--- config.mk ---
export PLATFORM = sky130hd
export DESIGN_NAME = nfc_response_frame_parser_top
export DESIGN_NICKNAME = d
export VERILOG_FILES = /design/src/rtl/nfcrfp_pkg.sv /design/src/rtl/nfc_response_frame_parser_top.sv
export SDC_FILE = /design/constraint.sdc
export NUM_CORES = 1
export LEC_CHECK = 0
export BUFFER_PORTS_ARGS = -buffer_cell sky130_fd_sc_hd__clkbuf_2
export CAP_MARGIN = 20
export CORE_MARGIN = 5
export CORE_UTILIZATION = 60
export CTS_BUF_LIST = sky130_fd_sc_hd__clkbuf_16
export CTS_CLUSTER_SIZE = 40
export DETAILED_ROUTE_END_ITERATION = 8
export PLACE_DENSITY = 0.79
export SETUP_SLACK_MARGIN = 0.2
export SYNTH_ARGS = -nofsm -noshare
export SYNTH_HDL_FRONTEND = slang
export SYNTH_SLANG_ARGS = --single-unit
--- constraint.sdc ---
create_clock -name clk -period 5.3 [get_ports clk]
set_input_delay 1.06 -clock clk [delete_from_list [all_inputs] [get_ports clk]]
set_output_delay 1.06 -clock clk [all_outputs]
set_load 0.03 [all_outputs]
--- src/rtl/nfcrfp_pkg.sv ---
// shared types and constants for the nfc response frame parser
// no dependencies

package nfcrfp_pkg;

	localparam int unsigned BYTE_W   = 8;
	localparam int unsigned STATUS_W = 3;
	localparam int unsigned OUT_W    = 16;

	typedef logic [BYTE_W-1:0]   byte_t;
	typedef logic [STATUS_W-1:0] status_t;

	localparam status_t ST_OK      = 3'd0;
	localparam status_t ST_LCS     = 3'd1;
	localparam status_t ST_ZEROLEN = 3'd2;
	localparam status_t ST_IDENT   = 3'd3;
	localparam status_t ST_DCS     = 3'd4;

	localparam byte_t BYTE_ZERO    = 8'h00;
	localparam byte_t BYTE_START   = 8'hFF;
	localparam byte_t IDENT_IN     = 8'hD5;
	localparam byte_t MAX_PAYLOAD_RST = 8'd64;

	typedef struct packed {
		logic    is_status;
		byte_t   data_byte;
		status_t status_code;
	} result_t;

endpackage

--- src/rtl/nfc_response_frame_parser_top.sv ---
// nfc response frame parser: one received byte per transfer in, payload bytes and
// a closing status out; the result is registered on the accepting input transfer
// throughput one byte per cycle while the output register does not stall, set by the phase state machine
// output register stalls the input only while a result waits and tready is low
// arst_n clears phase, counters, output valid and sets max_payload to 64
// depends on nfcrfp_pkg

module nfc_response_frame_parser_top (
	input  logic                clk,
	input  logic                arst_n,
	input  logic                s_axis_tvalid,
	output logic                s_axis_tready,
	input  nfcrfp_pkg::byte_t   s_axis_tdata,  // [7:0] rx_byte
	output logic                m_axis_tvalid,
	input  logic                m_axis_tready,
	output logic [nfcrfp_pkg::OUT_W-1:0] m_axis_tdata,  // [7:0] data_byte, [10:8] status_code, rest zero
	output logic                m_axis_tuser,  // [0] is_status
	input  logic                cfg_we,
	input  nfcrfp_pkg::byte_t   cfg_wdata      // max_payload
);
	import nfcrfp_pkg::*;

	typedef enum logic [2:0] {
		PH_ZERO1 = 3'd0,
		PH_ZERO2 = 3'd1,
		PH_FF    = 3'd2,
		PH_LEN   = 3'd3,
		PH_LCS   = 3'd4,
		PH_BODY  = 3'd5,
		PH_DCS   = 3'd6,
		PH_POST  = 3'd7
	} phase_t;

	phase_t  phase_q, phase_d;
	byte_t   max_payload_q;
	byte_t   frame_length_q, frame_length_d;
	byte_t   tail_q, tail_d;
	byte_t   sum_q, sum_d;
	logic    ident_bad_q, ident_bad_d;
	logic    out_valid_q;
	result_t out_q;
	logic    res_valid;
	result_t res;
	logic    accept;
	byte_t   b;
	byte_t   pos_m1;

	assign s_axis_tready = !out_valid_q || m_axis_tready;
	assign accept        = s_axis_tvalid && s_axis_tready;
	assign b             = s_axis_tdata;
	assign pos_m1        = tail_q - 8'd1;

	always_comb begin
		phase_d        = phase_q;
		frame_length_d = frame_length_q;
		tail_d         = tail_q;
		sum_d          = sum_q;
		ident_bad_d    = ident_bad_q;
		res_valid      = 1'b0;
		res            = '{is_status: 1'b0, data_byte: BYTE_ZERO, status_code: ST_OK};
		case (phase_q)
			PH_ZERO1: begin
				phase_d = (b == BYTE_ZERO) ? PH_ZERO2 : PH_ZERO1;
			end
			PH_ZERO2: begin
				phase_d = (b == BYTE_ZERO) ? PH_FF : PH_ZERO1;
			end
			PH_FF: begin
				if (b == BYTE_START) begin
					phase_d = PH_LEN;
				end else if (b == BYTE_ZERO) begin
					phase_d = PH_FF;
				end else begin
					phase_d = PH_ZERO1;
				end
			end
			PH_LEN: begin
				frame_length_d = b;
				phase_d        = PH_LCS;
			end
			PH_LCS: begin
				if (byte_t'(frame_length_q + b) != BYTE_ZERO) begin
					phase_d         = PH_ZERO1;
					res_valid       = 1'b1;
					res.is_status   = 1'b1;
					res.status_code = ST_LCS;
				end else if (frame_length_q == BYTE_ZERO) begin
					phase_d         = PH_ZERO1;
					res_valid       = 1'b1;
					res.is_status   = 1'b1;
					res.status_code = ST_ZEROLEN;
				end else begin
					sum_d       = BYTE_ZERO;
					tail_d      = BYTE_ZERO;
					ident_bad_d = 1'b0;
					phase_d     = PH_BODY;
				end
			end
			PH_BODY: begin
				sum_d = sum_q + b;
				if (tail_q == BYTE_ZERO) begin
					ident_bad_d = (b != IDENT_IN);
				end else if (pos_m1 < max_payload_q) begin
					res_valid     = 1'b1;
					res.data_byte = b;
				end
				tail_d = tail_q + 8'd1;
				if (tail_d >= frame_length_q) begin
					phase_d = PH_DCS;
				end
			end
			PH_DCS: begin
				sum_d   = sum_q + b;
				phase_d = PH_POST;
			end
			PH_POST: begin
				phase_d       = PH_ZERO1;
				res_valid     = 1'b1;
				res.is_status = 1'b1;
				if (ident_bad_q) begin
					res.status_code = ST_IDENT;
				end else if (sum_q != BYTE_ZERO) begin
					res.status_code = ST_DCS;
				end else begin
					res.status_code = ST_OK;
				end
			end
			default: begin
				phase_d = PH_ZERO1;
			end
		endcase
	end

	always_ff @(posedge clk or negedge arst_n) begin
		if (!arst_n) begin
			phase_q        <= PH_ZERO1;
			frame_length_q <= BYTE_ZERO;
			tail_q         <= BYTE_ZERO;
			sum_q          <= BYTE_ZERO;
			ident_bad_q    <= 1'b0;
			max_payload_q  <= MAX_PAYLOAD_RST;
			out_valid_q    <= 1'b0;
		end else begin
			if (cfg_we) begin
				max_payload_q <= cfg_wdata;
			end
			if (accept) begin
				phase_q        <= phase_d;
				frame_length_q <= frame_length_d;
				tail_q         <= tail_d;
				sum_q          <= sum_d;
				ident_bad_q    <= ident_bad_d;
				out_valid_q    <= res_valid;
			end else if (m_axis_tready) begin
				out_valid_q    <= 1'b0;
			end
		end
	end

	always_ff @(posedge clk) begin
		if (accept && res_valid) begin
			out_q <= res;
		end
	end

	assign m_axis_tvalid = out_valid_q;
	assign m_axis_tuser  = out_q.is_status;
	assign m_axis_tdata  = {5'd0, out_q.status_code, out_q.data_byte};

`ifndef SYNTHESIS
	a_status_no_data: assert property (@(posedge clk) disable iff (!arst_n)
		(m_axis_tvalid && m_axis_tuser) |-> (m_axis_tdata[7:0] == BYTE_ZERO))
		else $error("status result carries a data byte");

	a_payload_ok_code: assert property (@(posedge clk) disable iff (!arst_n)
		(m_axis_tvalid && !m_axis_tuser) |-> (m_axis_tdata[10:8] == ST_OK))
		else $error("payload result carries a status code");

	a_post_closes: assert property (@(posedge clk) disable iff (!arst_n)
		(accept && phase_q == PH_POST) |=>
		(phase_q == PH_ZERO1 && m_axis_tvalid && m_axis_tuser))
		else $error("postamble did not close the frame");

	a_payload_in_body: assert property (@(posedge clk) disable iff (!arst_n)
		(accept && res_valid && !res.is_status) |->
		(phase_q == PH_BODY && tail_q != BYTE_ZERO))
		else $error("payload byte outside the frame body");
`endif

endmodule

# == After elaboration in Yosys (flattened, before gate mapping) ==
# Cells that the tools add are included.
# word_totals
regBits,49
wordCells,79
input_bits,21
# op_classes
n_lt_le_gt_ge,2
n_addsub,4
mux,28
bitwise,2
n_reduce_logical,20
eq_ne,13
# op_table
operator,count
$pmux 8 s2,2
$logic_not 8->1,3
$pmux 3 s8,1
$add 8x8->8,2
$mux 8,2
$reduce_bool 8->1,2
$mux 3,5
$eq 3x3->1 const B,4
$mux 1,10
$add 8x1->8 const B,1
$eq 8x8->1 const B,1
$ge 8x8->1,1
$lt 8x8->1,1
$mux 2,4
$ne 2x2->1 const B,4
$ne 8x8->1 const B,1
$reduce_and 4->1,2
$sub 8x1->8 const B,1
$eq 3x2->1 const B,2
$pmux 3 s2,1
$reduce_bool 2->1,3
$reduce_and 5->1,1
$pmux 1 s2,2
$reduce_and 2->1,2
9 further kinds,11

# == Longest topological paths before layout ==
# logic_depth
ltp_word,6
mapped_depth,11
depth_no_buf,11

# == Worst setup path after synthesis ==
# OpenSTA, ideal clock, no wires.
# synth_path
path_type,input to register
start,input s_axis_tdata[0]
end,"register out_q, in the netlist m_axis_tdata[0], enable pin"
cell_stages,9
n_path_buf,0
setup_ns,0.385
required_time_ns,4.915
path_slack_ns,1.633
arrival_time_ns,3.282
cell_sequence,ha_1 -> fa_1 -> a211o_1 -> o211ai_2 -> mux2i_1 -> nor4_4 -> nand3_2 -> a21oi_1 -> a21oi_1
# synth_via
elab_chain_cells,5
# synth_lines
element,line,source
start: declaration,nfc_response_frame_parser_top.sv:13,"input nfcrfp_pkg::byte_t s_axis_tdata,"
$add 8x8->8,nfc_response_frame_parser_top.sv:82,if (byte_t'(frame_length_q + b) != BYTE_ZERO) begin
$reduce_bool 8->1,nfc_response_frame_parser_top.sv:82,
$mux 1,nfc_response_frame_parser_top.sv:82,
$pmux 1 s3,nfc_response_frame_parser_top.sv:61,case (phase_q)
$logic_and 1x1->1,nfc_response_frame_parser_top.sv:161,if (accept && res_valid) begin
end signal: assignment,nfc_response_frame_parser_top.sv:162,out_q <= res;
end: declaration,nfc_response_frame_parser_top.sv:41,result_t out_q;
# Every way passes these cells.
# A chain may end at the register's enable or synchronous reset.

# == Worst setup path after layout ==
# layout_path
start,input s_axis_tdata[0]
end,register tail_q[6]
# layout_via
elab_chain_cells,4
# layout_lines
element,line,source
$add 8x8->8,nfc_response_frame_parser_top.sv:82,
$reduce_bool 8->1,nfc_response_frame_parser_top.sv:82,
$ne 2x2->1 (no line),n/a,
$reduce_and 4->1 (no line),n/a,
end signal: assignment,nfc_response_frame_parser_top.sv:150,tail_q <= tail_d;
end: declaration,nfc_response_frame_parser_top.sv:37,"byte_t tail_q, tail_d;"
# Every way passes these cells.

==> flow_summary.toml <==
[die]
start_util_pct = 61.8
rows = 27
fp.dieArea_sq_mm = 0.00732
io_pins = 40
die_y_um = 85.6
core-area_sq_mm = 0.00554
fp.dieW_um = 85.6

[synth]
ys_seq_elements = 49
synth_warnings = 0
async_flop_share_pct = 75.5
synth_edf_count = 12
synthFlopType = "dfrtp_1"
syn-instance-count = 360
ys_top_cells_by_area = "dfrtp_1 (26%), ha_1 (11%), edfxtp_1 (11%)"
netlist.area_leader.share_pct = 26.3
syn_avg_cell_area_sq_um = 9.51
ys_types = 55
synth_area_leader_cell = "dfrtp_1"
syn_area_sq_mm = 0.00342
yosysSeqAreaShare_pct = 37.6

[route]
routed_wl_um = 7650
viasPerCell = 5.87
firstDrtPassIters = 4
drc = 0
antenna_left = 0
wl_per_cell_um = 16.4
vias = 2728
drt-initial-drc-count = 212

[power_and_ir_drop]
p_leak_nw = 1.76
pwr-share-clk_pct = 38.8
p_seq_share_pct = 50.0
max-vdd-ir-drop_v = 0.000121
swShare_pct = 24.7
powerDensity_mw_per_mm2 = 211
switchingPower_uw = 198
comb_power_share_pct = 11.3
p_int_uw = 602

[placed_design]
dpl.hpwl_um = 5810
placed_cells = 456
numPortBuffers = 34
gp_congestion = 0.915

[clock_tree]
cts_root_buf = "clkbuf_16"
ctsResizeCount = 0
clk_latency_ns = 0.28
post_cts_buffers = 0
h-tree-depth = 2
clock_sinks = 49
holdBufCountCts = 0
clkTransAtPathRegs_ns = 0.07
cts_buffers = 5
cts_buffer_depth = 2
cts_tree = "yes"

[worst_setup_path]
path_max_fanout = 9
reg2reg_depth = 13
r2r_start = "tail_q[0]$_DFFE_PN0P_"
reg2reg_slack_ns = 1.90
endpoint_kind = "flop"
crit_arrival_ns = 3.88
cp.required_ns = 5.47
startpoint_type = "input port"
r2r_end = "m_axis_tdata[8]$_DFFE_PP_"
crit_type = "in -> reg"

[sta]
slew_headroom_pct = 56.8
fin_crit_sh_pct = 70.0
final.setup.tns_ns = 0
rsz0062_at_grt = "false"
max_freq_mhz = 269
setup_viol = 0
hold_violations = 0
tightest_slew_ns = 0.643
finClkSkew_ns = 0.00423
maxSlewViolCount = 0
min_period_ns = 3.71

[final_layout]
syn_to_final_growth_pct = 11.0
multiInputGateArea_sq_mm = 0.00195
antenna_cells = 0
final_cells = 465
drive_above_1_share_pct = 16.8
nFillCells = 432
ff_latch_area_sq_mm = 0.00129
nets = 446

[grt]
grt_pass1_vias = 2702
grt_overflow_total = 0
grt_start_max_net_pins = 38
track_usage_pct = 22.4
grt_pass1_wl_um = 13100
antenna_found_initial = 0

[min_path]
hold_path_end = "max_payload_q[6]$_DFFE_PN1P_"
hp-class = "reg -> reg"
min_from = "max_payload_q[6]$_DFFE_PN1P_"
whs_path_depth = 2

[job]
cap_violations = 0

[run_status]
status = "complete, no violations"
[critical path, stage by stage]
cell	delay [ns]
clkbuf_2	0.12
ha_1	0.24
fa_1	0.41
a211o_1	0.34
o211ai_2	0.09
mux2i_1	0.13
nor4_4	0.33
nand3_2	0.18
a311oi_4	0.63
mux2_4	0.35
[cells in the final DEF, fill, tap and decap left out, types with 5 or more instances in the layout]
cell type and count:
a21oi_1 14, and2_1 9, clkbuf_16 5, clkbuf_2 34
conb_1 5, dfrtp_1 36, edfxtp_1 12, ha_1 31
inv_1 31, mux2_2 8, mux2i_1 5, nand2_1 22
nand3_1 15, nor2_1 26, nor2b_1 6, nor3_1 9
nor4_1 6, o21a_1 5, o21ai_0 24, o41ai_1 6
xnor2_1 11, xor2_1 10
[per-stage QoR]
step / area, sq um / hold slack (ns) / worst slack (ns) / utilization [%] / total power, mW
floorplan: 3440 / 0.475 / 1.63 / - / 0.465
global placement: 3640 / 0.500 / 1.38 / 65.7 / 0.491
global route: 3800 / 0.549 / 1.44 / 68.6 / 0.836
detailed placement: 3640 / 0.500 / 1.31 / 65.7 / 0.495
CTS: 3780 / 0.522 / 1.61 / 68.2 / 0.805
finish: 3800 / 0.514 / 1.59 / 68.6 / 0.801
[Yosys cell counts, types with 4 or more instances]
cell      instances
edfxtp_1         12
buf_4             5
o21a_1            5
xnor2_1          11
nand2_1          22
nor2_1           26
o21ai_0          24
a31oi_1           4
and2_1            9
o41ai_1           6
a21o_1            4
nor4_1            6
clkbuf_1         11
nand2b_1          4
mux2_2            8
dfrtp_1          36
ha_1             31
a211oi_1          4
mux2i_1           5
inv_1            31
or3_1             4
nor2b_1           6
nand3_1          15
a21oi_1          14
nor3_1            9
xor2_1           10
[cells by family (layout without fill, tap and decap cells)]
kind of cell,count (synthesis),count (layout),share of synthesized area (%)
compound gates,83,83,17.0
xor+xnor,21,21,5.37
fa+ha+maj,33,33,12.5
buf+inv,48,77,5.85
flops,49,49,37.6
mux,16,16,5.41
other cells,1,5,0.110
simple gates,109,109,16.1
[worst max-delay path by stage]
| stage | to | from |
|---|---|---|
| after floorplan | m_axis_tdata[0]$_SDFFCE_PP0P_ | s_axis_tdata[0] |
| after global placement | tail_q[6]$_DFFE_PN0P_ | s_axis_tdata[0] |
| final | tail_q[6]$_DFFE_PN0P_ | s_axis_tdata[0] |
| after detailed placement | tail_q[6]$_DFFE_PN0P_ | s_axis_tdata[0] |
| after global routing | tail_q[6]$_DFFE_PN0P_ | s_axis_tdata[0] |
| after CTS | tail_q[6]$_DFFE_PN0P_ | s_axis_tdata[0] |
[layout make-up]
| cell class | count | share of cell area (%) |
|---|---|---|
| clock inverters | 3 | 0.461 |
| well taps | 72 | 2.37 |
| inverters | 31 | 3.06 |
| multi-input cells | 267 | 51.3 |
| flip-flops and latches | 49 | 33.9 |
| clock buffers | 5 | 3.29 |
| repair buffers | 38 | 5.60 |
[power by group through the flow]
stage | registers [mW] | clock network (mW) | logic (mW)
floorplan | 0.404 | 0 | 0.0613
global placement | 0.407 | 0 | 0.0840
detailed placement | 0.407 | 0 | 0.0878
CTS | 0.400 | 0.316 | 0.0886
global route | 0.401 | 0.332 | 0.103
finish | 0.400 | 0.310 | 0.0901
[state kept, by name, summed over array words and instances (netlist names)]
register and cells:
ident_bad_q 1, phase_q 3, tail_q 8, sum_q 8
max_payload_q 8, m_axis_tdata 11, m_axis_tvalid 1, m_axis_tuser 1
frame_length_q 8
[metal layers]
metal / GRT usage (%) / share of wire, % / wire [um] / vias to the layer above
met5: 0 / 0 / 0 / -
met3: 2.88 / 4.9 / 378 / 11
li1: - / - / - / 1351
met1: 29.8 / 45 / 3420 / 1290
met4: 6.19 / 1.5 / 115 / 0
met2: 38.4 / 49 / 3730 / 76
No activity file was read; power rests on OpenSTA's default activity.
